<file path="src/rtl/triple_union_component_labeler_core_defines.svh">
// Assertion macros for the triple-union component labeler.
// Each expects clk and rst_n in scope; the bodies are empty under SYNTHESIS.
`ifndef TRIPLE_UNION_COMPONENT_LABELER_CORE_DEFINES_SVH
`define TRIPLE_UNION_COMPONENT_LABELER_CORE_DEFINES_SVH
`ifndef SYNTHESIS
// Same-cycle implication.
`define TUCL_ASSERT_IMPL(lbl, ante, cons) \
    lbl: assert property (@(posedge clk) disable iff (!rst_n) (ante) |-> (cons)) \
        else $error("tucl: assertion failed");
// Next-cycle implication.
`define TUCL_ASSERT_NEXT(lbl, ante, cons) \
    lbl: assert property (@(posedge clk) disable iff (!rst_n) (ante) |=> (cons)) \
        else $error("tucl: assertion failed");
`else
`define TUCL_ASSERT_IMPL(lbl, ante, cons)
`define TUCL_ASSERT_NEXT(lbl, ante, cons)
`endif
`endif

</file>
<file path="src/rtl/tucl_pkg.sv">
// Shared types and codes for the triple-union component labeler.
// No dependencies.
package tucl_pkg;

    localparam int ID_W    = 10;
    localparam int LABEL_W = 11;
    localparam int OUTC_W  = 3;

    localparam logic [LABEL_W-1:0] LABEL_MAX = 11'd2047;
    localparam logic [ID_W-1:0]    LIMIT_RST = 10'd1023;

    localparam logic CMD_ADD   = 1'b0;
    localparam logic CMD_QUERY = 1'b1;

    localparam logic [OUTC_W-1:0] OUTC_NEW   = 3'd0;
    localparam logic [OUTC_W-1:0] OUTC_JOIN  = 3'd1;
    localparam logic [OUTC_W-1:0] OUTC_MERGE = 3'd2;
    localparam logic [OUTC_W-1:0] OUTC_ERR   = 3'd3;
    localparam logic [OUTC_W-1:0] OUTC_QUERY = 3'd4;

    // Controller to datapath
    typedef struct packed {
        logic clear;        // write zero at scan counter, advance it
        logic capture;      // take the item, read the table at node_a
        logic rd_b;         // keep label of a, read node_b
        logic rd_c;         // keep label of b, read node_c
        logic eval;         // resolve labels, write node_a
        logic wr_b;
        logic wr_c;
        logic sweep_start;
        logic sweep;        // relabel pass over the whole table
        logic set_err;
        logic set_query;
        logic load_out;
    } tucl_cmd_t;

    // Datapath to controller
    typedef struct packed {
        logic scan_last;
        logic scan_end;
        logic is_query;
        logic range_err;
        logic merge;
        logic out_free;
    } tucl_sts_t;

endpackage

</file>
<file path="src/rtl/tucl_ctrl.sv">
// Sequencer for the labeler: clearing pass, lookups, writes, relabel pass.
// Depends on tucl_pkg.
module tucl_ctrl
    import tucl_pkg::*;
(
    input  logic      clk,
    input  logic      rst_n,
    input  logic      in_valid,
    output logic      in_stall,
    input  tucl_sts_t sts,
    output tucl_cmd_t cmd
);

    typedef enum logic [8:0] {
        S_CLEAR = 9'b000000001,
        S_IDLE  = 9'b000000010,
        S_RD_B  = 9'b000000100,
        S_RD_C  = 9'b000001000,
        S_EVAL  = 9'b000010000,
        S_WR_B  = 9'b000100000,
        S_WR_C  = 9'b001000000,
        S_SWEEP = 9'b010000000,
        S_DONE  = 9'b100000000
    } state_t;

    state_t state_reg;
    state_t state_next;

    always_ff @(posedge clk or negedge rst_n)
    begin
        if (!rst_n)
        begin
            state_reg <= S_CLEAR;
        end
        else
        begin
            state_reg <= state_next;
        end
    end

    always_comb
    begin
        state_next = state_reg;
        cmd        = '0;
        in_stall   = 1'b1;
        unique case (state_reg)
            S_CLEAR:
            begin
                cmd.clear = 1'b1;
                if (sts.scan_last)
                begin
                    state_next = S_IDLE;
                end
            end
            S_IDLE:
            begin
                in_stall    = 1'b0;
                cmd.capture = in_valid;
                if (in_valid)
                begin
                    state_next = S_RD_B;
                end
            end
            S_RD_B:
            begin
                // label of node_a is on the read port now
                if (sts.is_query)
                begin
                    cmd.set_query = 1'b1;
                    state_next    = S_DONE;
                end
                else if (sts.range_err)
                begin
                    cmd.set_err = 1'b1;
                    state_next  = S_DONE;
                end
                else
                begin
                    cmd.rd_b   = 1'b1;
                    state_next = S_RD_C;
                end
            end
            S_RD_C:
            begin
                cmd.rd_c   = 1'b1;
                state_next = S_EVAL;
            end
            S_EVAL:
            begin
                cmd.eval   = 1'b1;
                state_next = S_WR_B;
            end
            S_WR_B:
            begin
                cmd.wr_b   = 1'b1;
                state_next = S_WR_C;
            end
            S_WR_C:
            begin
                cmd.wr_c = 1'b1;
                if (sts.merge)
                begin
                    cmd.sweep_start = 1'b1;
                    state_next      = S_SWEEP;
                end
                else
                begin
                    state_next = S_DONE;
                end
            end
            S_SWEEP:
            begin
                cmd.sweep = 1'b1;
                if (sts.scan_end)
                begin
                    state_next = S_DONE;
                end
            end
            S_DONE:
            begin
                if (sts.out_free)
                begin
                    cmd.load_out = 1'b1;
                    state_next   = S_IDLE;
                end
            end
            default:
            begin
                state_next = S_CLEAR;
            end
        endcase
    end

endmodule

</file>
<file path="config.mk">
export PLATFORM = sky130hd
export DESIGN_NAME = tucl_ctrl
export DESIGN_NICKNAME = d
export VERILOG_FILES = /design/src/rtl/triple_union_component_labeler_core_defines.svh /design/src/rtl/tucl_pkg.sv /design/src/rtl/tucl_ctrl.sv
export SDC_FILE = /design/constraint.sdc
export NUM_CORES = 1
export LEC_CHECK = 0
export BUFFER_PORTS_ARGS = -buffer_cell sky130_fd_sc_hd__buf_2
export CORE_MARGIN = 2
export CORE_UTILIZATION = 40
export CTS_CLUSTER_DIAMETER = 50
export DETAILED_ROUTE_END_ITERATION = 6
export PLACE_DENSITY = 0.71
export SLEW_MARGIN = 30
export SYNTH_ARGS = -nofsm -noshare
export SYNTH_HDL_FRONTEND = slang
export SYNTH_SLANG_ARGS = --single-unit
</file>
<file path="constraint.sdc">
create_clock -name clk -period 1.65 [get_ports clk]
set_input_delay 0.33 -clock clk [delete_from_list [all_inputs] [get_ports clk]]
set_output_delay 0.33 -clock clk [all_outputs]
set_load 0.03 [all_outputs]
</file>
### Word level (Yosys, flattened, before mapping)

Index checks and enable logic that the tools add are counted.

| word-level totals | value |
|---|---|
| input bits | 9 |
| output and inout bits | 13 |
| logic and storage cells | 41 |
| register bits after elaboration | 9 |

| operators by class | value |
|---|---|
| reduce and logical (&&, ||, !) cells | 1 |
| equality and inequality tests | 13 |
| multiplexer cells | 26 |

Operator list:

| kind | number |
|---|---|
| 9-bit case mux with 9 select lines | 1 |
| 9-bit two-way mux | 7 |
| 1-bit two-way mux | 16 |
| 9-bit by 1-bit == test with 1-bit output (second input constant) | 1 |
| 9-bit by 2-bit == test with 1-bit output (second input constant) | 1 |
| 9-bit by 3-bit == test with 1-bit output (second input constant) | 1 |
| 9-bit by 4-bit == test with 1-bit output (second input constant) | 1 |
| 9-bit by 5-bit == test with 1-bit output (second input constant) | 1 |
| 9-bit by 6-bit == test with 1-bit output (second input constant) | 1 |
| 9-bit by 7-bit == test with 1-bit output (second input constant) | 1 |
| 9-bit by 8-bit == test with 1-bit output (second input constant) | 1 |
| 9-bit == test (second input constant) | 1 |
| 2-bit != test (second input constant) | 4 |
| 2-bit two-way mux | 2 |
| 4-bit AND reduction | 1 |

### Depth between registers and ports, before layout

Gate-level depths: netlist (run 1).

| logic depth | value |
|---|---|
| word-level depth | 3 |
| gate-level depth with buffers | 5 |
| mapped depth without buffers | 4 |

### Worst setup path after synthesis (run 1)

No wires, ideal clock.

| timing | value |
|---|---|
| kind | reg2out |
| start point | register state_reg[5] |
| end point | output port cmd[2] in the netlist's numbering |
| arrival time | 1.806 ns |
| slack | -0.486 ns |
| cell stages (with the launch flop) | 5 |
| data required time | 1.320 ns |
| path buffers | 1 |
| cells stage by stage | dfrtp_1 > buf_6 > nor4b_1 > nand3_1 > nor3b_1 |

RTL lines:

| what | RTL line | source |
|---|---|---|
| start, declared | tucl_ctrl.sv:26 | `state_t state_reg;` |
| start signal, assigned | tucl_ctrl.sv:37 | `state_reg <= state_next;` |
| end, declared | tucl_ctrl.sv:11 | `output tucl_cmd_t cmd` |

==> flow_summary.ini, run 1 <==
[power_and_ir_drop]
total_power_w = 0.00178
power.leakage_nw = 0.690
seq_power_share_pct = 17.6
internal-power_w = 0.00102
p_sw_w = 0.000756
power_density_nw_per_um2 = 1160
power_frac_comb_pct = 72.0
ir_worst_vdd_uv = 739
power.clock.fraction_pct = 10.3
switching_share_pct = 42.4

[worst_setup_path]
crit_path_end_kind = output port
critPathMaxFanout = 4
worstPathCellList = or4_4, nor3_4, nand3_2, nor2_4, buf_6
critPathLaunch = state_reg[2]
cp_data_required_time_ns = 1.32
startpoint_type = flop
crit_path_top_delay_cell = or4_4
reg2reg_from = state_reg[3]
crit_type = flop to output port
arrival_ns = 1.78
max_stage_delay_ns = 0.56

[routing]
first_pass_iters = 4
drc = 0
totalWireLength_microns = 3500
drtIter0Drc = 42
ant_nets = 0
vias = 1010
wl_per_cell_microns = 20.0
via_per_inst = 5.77

[floorplanning]
core-area_sq_um = 1750
initial_core_util_pct = 42.8
io_pins = 22
rows = 15
die_h_microns = 47.2
die_w_microns = 47.2
die_area_sq_um = 2230

[sta]
setup_violations = 16
setup_ws_ns = -0.460
fmax_ghz = 0.474
fin_tns_setup_ns = -5.58
hold_viol_final = 0
rsz0062_at_grt = yes
max_slew_margin_pct = 74.9
period_minus_slack_ns = 2.11
maxSlewViolCount = 0
tightest_slew_ns = 0.374
fin_skew_ns = 0.00635
post-route-period-util_pct = 128
whs_ns = 0.318

[yosys]
synth.net_count = 96
synth_area_leaders = dfrtp_1 (27%), nor3b_1 (9.0%), nor2_1 (5.5%)
synth-edff-count = 0
synthTopCellsByCount = nor2_1 (11), nor3b_1 (9), dfrtp_1 (8), and3_1 (6)
synth_area_leader_cell = dfrtp_1
synth_top_area_share_pct = 26.8
syn_area_per_cell_sq_um = 8.59
ys_seq_elements = 9
ys_seq_area_share_pct = 30.3
yosys_warnings = 0
syn-instance-count = 87
synth.cell_area_sq_um = 747
yosysMostFrequentCell = nor2_1
async_flop_share_pct = 100
synth_ff_type = dfrtp_1
synth_cell_types = 29

[status]
outcome = finished, violations left
violations = setup timing

[grt]
grt-ovfl-total = 0
grt_max_degree = 10
grt.total_usage_pct = 29.9
grt_pass1_vias = 974
antenna_found_initial = 0
grt_first_pass_wirelength_microns = 4550

[clocking]
clkLatencyLatePin_ns = 0.27
numCtsBuffers = 3
cts.sinks = 9
cts_tree = yes
clk_pin_slew_ns = 0.08
clockRootBuffer = clkbuf_4
clockBufferDepth = 2
h-tree-depth = 1

[finish]
final_nets = 160
antennaDiodeCount = 0
design_area_sq_um = 1530
largest_reg_flops = 9
fill_cells = 86
area.growth.synth_to_final_pct = 105
drive_gt1_share_pct = 68.7

[placed_design]
port_buffers = 21
hpwl_microns = 1730
post_dp_cell_area_sq_um = 1100
gp_congestion = 0.890

[hold_path]
hp-class = input port to flop
worstHoldStart = sts[2]

[job]
drv_cap = 0
[power by group through the flow]
stage          logic (W)  clock network [W]  registers [W]
5_1_grt          0.00135           0.000199       0.000318
2_1_floorplan   0.000555                  0       0.000284
3_5_place_dp    0.000780                  0       0.000315
6_report         0.00128           0.000184       0.000314
4_1_cts          0.00111           0.000187       0.000310
3_3_place_gp    0.000753                  0       0.000310
[what timing repair did]
action / CTS / global route
gates resized for setup: 52 / 17
setup buffers: 13 / 11
hold buffers: 1 / 0
endpoints found under the setup margin: 15 / 17
hold endpoints to repair: 8 / 0
pin swaps: 12 / 12
[area by class of cell]
type | instances | area (sq um) | area share (%)
Multi-Input combinational cell | 70 | 669 | 43.7
Inverter | 2 | 7.51 | 0.491
Tap cell | 25 | 31.3 | 2.04
Sequential cell | 9 | 230 | 15.0
Clock buffer | 3 | 22.5 | 1.47
Clock inverter | 1 | 5.00 | 0.327
Timing Repair Buffer | 65 | 564 | 36.9
[per-stage QoR]
| step | cells | utilization [%] | setup slack [ns] |
|---|---|---|---|
| final | 175 | 87.7 | -0.460 |
| after global routing | 175 | 87.7 | -0.518 |
| after CTS | 169 | 81.4 | -0.440 |
| after detailed placement | 152 | 63.1 | -0.231 |
| after global placement | 152 | 63.1 | -0.177 |
| after floorplan | 87 | - | -0.112 |
[metal layers]
| layer | vias to the layer above | global-route usage (%) | routed length, microns |
|---|---|---|---|
| met1 | 484 | 34.0 | 1330 |
| met4 | 0 | 15.0 | 183 |
| li1 | 443 | - | - |
| met5 | - | 0 | 0 |
| met3 | 24 | 4.62 | 222 |
| met2 | 59 | 53.7 | 1760 |
[final timing paths]
| path | to | slack (ns) | depth (start not counted) |
|---|---|---|---|
| setup / recovery | cmd[0] | -0.46 | 5 |
| hold / removal | state_reg[3] | 0.32 | 2 |
| setup reg to reg | state_reg[1] | -0.36 | 9 |
| hold reg to reg | state_reg[0] | 0.69 | 3 |
| max in group asynchronous | state_reg[0] | 0.95 | 2 |
| min in group asynchronous | state_reg[5] | 0.44 | 2 |
[critical path: cells and delay by family (launching register included)]
kind	cells	cell delay (ns)
buffers and inverters	1	0.13
AND/OR/NAND/NOR	4	0.93
flip-flops	1	0.44
[kinds of logic after synthesis]
group | Yosys count | synth area share [%]
flip-flops | 9 | 30.3
AO/OA/AOI/OAI | 13 | 12.1
AND/OR/NAND/NOR | 54 | 44.6
XOR/XNOR | 2 | 2.35
buffers and inverters | 8 | 9.21
multiplexers | 1 | 1.51
[cells in the final DEF (no fill, tap or decap), types with 2 or more instances in the layout]
cell type / n
nor3_1: 3
buf_6: 25
nand2_1: 3
nor3b_1: 4
nor4b_4: 2
nor3b_2: 2
nand2b_1: 2
nor2_1: 5
dfrtp_1: 5
and2_4: 2
inv_1: 2
nor3b_4: 3
and3_1: 2
a21oi_1: 2
o211ai_1: 3
o21ai_0: 3
dfrtp_2: 3
xor2_1: 2
nor2b_1: 5
nor3_4: 3
buf_4: 31
buf_2: 8
nor2_4: 6
and3_4: 4
nand3_4: 2
clkbuf_4: 3
Note: power is estimated with default switching activity, not from simulation.
==> run 2, diff against run 1 <==
--- a/config.mk
+++ b/config.mk
@@ -7,10 +7,10 @@
 export LEC_CHECK = 0
 export BUFFER_PORTS_ARGS = -buffer_cell sky130_fd_sc_hd__buf_2
 export CORE_MARGIN = 2
-export CORE_UTILIZATION = 40
+export CORE_UTILIZATION = 45
 export CTS_CLUSTER_DIAMETER = 50
 export DETAILED_ROUTE_END_ITERATION = 6
-export PLACE_DENSITY = 0.71
+export PLACE_DENSITY = 0.78
 export SLEW_MARGIN = 30
 export SYNTH_ARGS = -nofsm -noshare
 export SYNTH_HDL_FRONTEND = slang
==> run 2 against run 1 <==
The run still ends with setup timing left. Utilization is 4.4 points higher. Non-clock buffer count is 5 lower. Flip-flop and latch count stayed put. Worst hold slack worse by 0.021 ns. Clock power hardly changed. Global-route usage is 3.3 points higher. Fmax is 1.3% lower. Clock skew is 0.0038 ns higher. Register-to-register slack better by 0.07 ns. Critical path type unchanged.
==> flow_summary.ini, run 2 (same netlist as run 1, synthesis figures left out) <==
[finish]
largest_reg_flops = 9
antennaDiodeCount = 0
final_nets = 155
most-common-layout-cells = buf_4 (35), buf_6 (16), buf_2 (8)
final_cells = 161
layout_commonest_cell = buf_4
drive_gt1_share_pct = 63.4
fill_cells = 53
area.growth.synth_to_final_pct = 87.8
design_area_sq_um = 1400

[sta]
setup_ws_ns = -0.488
max_slew_margin_pct = 76.7
period_minus_slack_ns = 2.14
tightest_slew_ns = 0.347
rsz0062_at_grt = yes
maxSlewViolCount = 0
hold_viol_final = 0
post-route-period-util_pct = 130
setup_violations = 16
fmax_ghz = 0.468
fin_skew_ns = 0.0102

[floorplanning]
die_h_microns = 44.7
die_w_microns = 44.7
initial_core_util_pct = 49.0
core-area_sq_um = 1520
rows = 14
die_area_sq_um = 2000
io_pins = 22

[clocking]
numCtsBuffers = 3
clockRootBuffer = clkbuf_4
clk_pin_slew_ns = 0.07
clockBufferDepth = 2
cts_tree = yes
h-tree-depth = 1
clkLatencyLatePin_ns = 0.27
cts.sinks = 9

[worst_setup_path]
worstPathCellList = buf_4, nor4_4, buf_4, buf_4, nand2_2, nor2_2, buf_6
critPathMaxFanout = 4
crit_type = flop to output port
cp_data_required_time_ns = 1.32
arrival_ns = 1.81
max_stage_delay_ns = 0.41
reg2reg_from = state_reg[3]
startpoint_type = flop
critPathLaunch = state_reg[3]
crit_path_top_delay_cell = dfrtp_1
crit_path_end_kind = output port
cpMostUsedCell = buf_4

[placed_design]
post_dp_cell_area_sq_um = 1070
gp_congestion = 0.838
port_buffers = 21
dp.cells = 141
hpwl_microns = 1600

[power_and_ir_drop]
ir_worst_vdd_uv = 1000
p_sw_w = 0.000701
power.clock.fraction_pct = 11.2
internal-power_w = 0.000928
power_density_nw_per_um2 = 1160
power.leakage_nw = 0.653
power_frac_comb_pct = 69.9
seq_power_share_pct = 18.9
switching_share_pct = 43.1

[grt]
grt_pass1_vias = 977
global_route.usage.met2_pct = 57.4
grt_first_pass_wirelength_microns = 4750
antenna_found_initial = 0
busiest_layer = met2
grt.total_usage_pct = 33.2
grt_max_degree = 10
grt-ovfl-total = 0
grtUsageMet1_pct = 38.7
grt_util_met3_pct = 6.00

[routing]
vias = 984
wl_per_cell_microns = 20.5
totalWireLength_microns = 3300
drtIter0Drc = 58
first_pass_iters = 4
via_per_inst = 6.11
drc = 0
ant_nets = 0

[hold_path]
hp-class = input port to flop
worstHoldStart = sts[0]

[job]
drv_cap = 0

[status]
outcome = finished, violations left
violations = setup timing
run 2: layout make-up:
type | instances | area (sq um) | share of cell area (%)
Tap cell | 16 | 20.0 | 1.43
Clock inverter | 1 | 5.00 | 0.357
Clock buffer | 3 | 22.5 | 1.61
Sequential cell | 9 | 228 | 16.2
Multi-Input combinational cell | 70 | 627 | 44.7
Timing Repair Buffer | 60 | 493 | 35.1
Inverter | 2 | 7.51 | 0.535
run 2: critical path: cells and delay by family (launching register included):
| kind | cells | cell delay (ns) |
|---|---|---|
| DFF | 1 | 0.41 |
| and+or+nand+nor | 3 | 0.50 |
| buffers and inverters | 4 | 0.63 |
run 2: per-stage QoR:
stage | power (W) | utilization, % | setup TNS [ns] | hold slack [ns] | setup slack, ns
finish | 0.00163 | 92.0 | -5.93 | 0.297 | -0.488
global route | 0.00170 | 92.0 | -6.64 | 0.302 | -0.527
CTS | 0.00146 | 87.3 | -4.02 | 0.289 | -0.391
detailed placement | 0.00106 | 70.5 | -1.28 | 0.194 | -0.188
global placement | 0.00104 | 70.5 | -0.839 | 0.193 | -0.157
floorplan | 0.000839 | - | -0.178 | 0.0344 | -0.112
run 2: power groups by stage:
stage,Clock (W),Sequential (W),Combinational (W)
detailed placement,0,0.000307,0.000751
global placement,0,0.000306,0.000732
global route,0.000190,0.000310,0.00120
CTS,0.000177,0.000304,0.000975
finish,0.000182,0.000308,0.00114
floorplan,0,0.000284,0.000555
run 2: per-layer routing:
metal / part of all wire (%) / wire (microns) / vias up
li1: - / - / 430
met2: 49 / 1620 / 66
met3: 8.5 / 280 / 22
met1: 38 / 1260 / 466
met5: 0 / 0 / -
met4: 4.2 / 139 / 0
run 2: path summary, 6_finish.rpt:
path / to / slack [ns] / cells past startpoint
max in group asynchronous: state_reg[0] / 0.93 / 2
min: state_reg[8] / 0.30 / 2
min in group asynchronous: state_reg[5] / 0.46 / 2
max reg2reg: state_reg[1] / -0.29 / 7
max: cmd[3] / -0.49 / 7
min reg2reg: state_reg[0] / 0.67 / 3
run 2: repair_timing:
action | CTS | global route
buffers inserted | 10 | 5
pin swaps | 11 | 5
cloned | 0 | 0
hold endpoints to repair | 8 | 0
gates resized for setup | 40 | 7
hold buffers | 1 | 0
endpoints found under the setup margin | 16 | 16
==> run 3, diff against run 2 <==
--- a/config.mk
+++ b/config.mk
@@ -6,7 +6,7 @@
 export NUM_CORES = 1
 export LEC_CHECK = 0
 export BUFFER_PORTS_ARGS = -buffer_cell sky130_fd_sc_hd__buf_2
-export CORE_MARGIN = 2
+export CAP_MARGIN = 20
 export CORE_UTILIZATION = 45
 export CTS_CLUSTER_DIAMETER = 50
 export DETAILED_ROUTE_END_ITERATION = 6
==> constraint.sdc (replaced) <==
create_clock -name clk -period 1.65 [get_ports clk]
set_input_delay 0.165 -clock clk [delete_from_list [all_inputs] [get_ports clk]]
set_output_delay 0.165 -clock clk [all_outputs]
set_load 0.03 [all_outputs]
==> run 3 against run 2 <==
The flow still finishes with violations (setup timing). Utilization fell by 4.8 points. Sequential share of layout area rose by 1.1 points. Global-route usage fell by 3.2 points. Wire length fell by 22%. First-iteration DRC count fell by 45%. Critical path depth fell by 2. Critical endpoint is now cmd[0]. Highest routed layer unchanged.
==> flow_summary.ini, run 3 (same netlist as run 1, synthesis figures left out) <==
[clocking]
clkLatencyLatePin_ns = 0.28
cts.sinks = 9
numCtsBuffers = 3
clockRootBuffer = clkbuf_4
h-tree-depth = 1
cts_tree = yes
clk_pin_slew_ns = 0.07
clockBufferDepth = 2

[sta]
post-route-period-util_pct = 119
rsz0062_at_grt = yes
hold_viol_final = 0
maxSlewViolCount = 0
fmax_ghz = 0.508
period_minus_slack_ns = 1.97
tightest_slew_ns = 0.406
max_slew_margin_pct = 72.9
setup_ws_ns = -0.319
whs_ns = 0.102
fin_skew_ns = 0.00528
setup_violations = 16
fin_tns_setup_ns = -2.18

[worst_setup_path]
timing.critical_path.buf_inv = 1
startpoint_type = flop
arrival_ns = 1.80
rrSetupSlack_ns = -0.19
crit_path_top_delay_cell = or4_4
worstPathCellList = or4_4, nor3_4, nand3_2, nor2_4, buf_6
crit_type = flop to output port
max_stage_delay_ns = 0.58
cp_top_family = simple AND/OR/NAND/NOR gates
cp_data_required_time_ns = 1.48
crit_path_end_kind = output port
critPathMaxFanout = 4

[finish]
most-common-layout-cells = buf_4 (26), buf_6 (14), buf_2 (8)
multi_input_area_sq_um = 641
drive_gt1_share_pct = 64.9
seqCellArea_sq_um = 230
antennaDiodeCount = 0
largest_reg_flops = 9
final_nets = 144
fill_cells = 74
area.growth.synth_to_final_pct = 77.9
layout_commonest_cell = buf_4

[power_and_ir_drop]
power.leakage_nw = 0.598
total_power_w = 0.00159
ir_worst_vdd_uv = 844
power_density_nw_per_um2 = 1190

[floorplanning]
die_h_microns = 42.7
rows = 14
die_area_sq_um = 1830
core-area_sq_um = 1520
io_pins = 22
initial_core_util_pct = 49.0
die_w_microns = 42.7

[routing]
ant_nets = 0
wl_per_cell_microns = 17.2
via_per_inst = 5.93
vias = 889
totalWireLength_microns = 2590
first_pass_iters = 4
drc = 0
drtIter0Drc = 32

[placed_design]
port_buffers = 21
gp_congestion = 0.820
hpwl_microns = 1430

[grt]
grt-ovfl-total = 0
global_route.usage.met2_pct = 52.7
grtUsageMet1_pct = 34.9
grt.total_usage_pct = 30.0
grt_first_pass_wirelength_microns = 4040
grt_pass1_vias = 910
busiest_layer = met2
antenna_found_initial = 0
grt_util_met3_pct = 2.98
grt_max_degree = 11

[status]
outcome = finished, violations left
violations = setup timing

[job]
drv_cap = 0

[hold_path]
hp-class = input port to flop
run 3: cell types whose count changed in the layout (fill, tap and decap cells not counted), moves of 2 or more:
cell / previous run / this run
buf_4: 35 / 26
and3_4: 1 / 4
nor3b_2: 0 / 3
nor3b_4: 3 / 0
and3_1: 4 / 2
buf_6: 16 / 14
dfrtp_1: 7 / 5
dfrtp_2: 1 / 3
run 3: routing by layer:
metal	vias up	part of all wire (%)	routed length, microns
met3	13	6.2	160
met5	-	0	0
li1	405	-	-
met1	421	37	958
met2	50	52	1340
met4	0	4.8	123
run 3: area by class of cell:
type,count,share of cell area (%)
clock inverters,1,0.377
inverters,2,0.565
multi-input cells,70,48.2
well taps,16,1.51
repair buffers,49,30.3
clock buffers,3,1.69
flip-flops and latches,9,17.3
run 3: worst paths after layout:
path | to | cells past startpoint | from
setup / recovery | cmd[0] | 5 | state_reg[4]
hold / removal | state_reg[3] | 2 | sts[2]
setup reg to reg | state_reg[1] | 7 | state_reg[5]
hold reg to reg | state_reg[0] | 3 | state_reg[1]
max in group asynchronous | state_reg[0] | 2 | rst_n
min in group asynchronous | state_reg[8] | 2 | rst_n
run 3: per-stage QoR:
step	std cells	util, %	setup slack (ns)	cell area, sq um
after global routing	150	87.2	-0.357	1330
after detailed placement	133	61.7	-0.115	941
after floorplan	87	-	-0.262	764
after CTS	148	81.4	-0.270	1240
final	150	87.2	-0.319	1330
after global placement	133	61.7	-0.0501	941
run 3: worst register-to-register path: stages, from the launching register on:
cell and delay (ns):
dfrtp_2 0.45, buf_6 0.13, nor4_4 0.26, buf_4 0.19
buf_6 0.11, o211ai_1 0.12, nand2_1 0.15, mux2_4 0.31
run 3: report_power, final:
group | internal (W) | total, W | switching [W] | leakage, nW
Sequential | 0.000265 | 0.000308 | 0.0000428 | 0.115
Combinational | 0.000558 | 0.00109 | 0.000534 | 0.465
Clock | 0.0000899 | 0.000187 | 0.0000974 | 0.0177
run 3: timing repair:
| item | in CTS | in global routing |
|---|---|---|
| gates resized for setup | 48 | 20 |
| setup buffers | 11 | 4 |
| pin swaps | 17 | 11 |
| hold endpoints to repair | 9 | 0 |
| endpoints found under the setup margin | 15 | 17 |
| hold buffers | 1 | 0 |
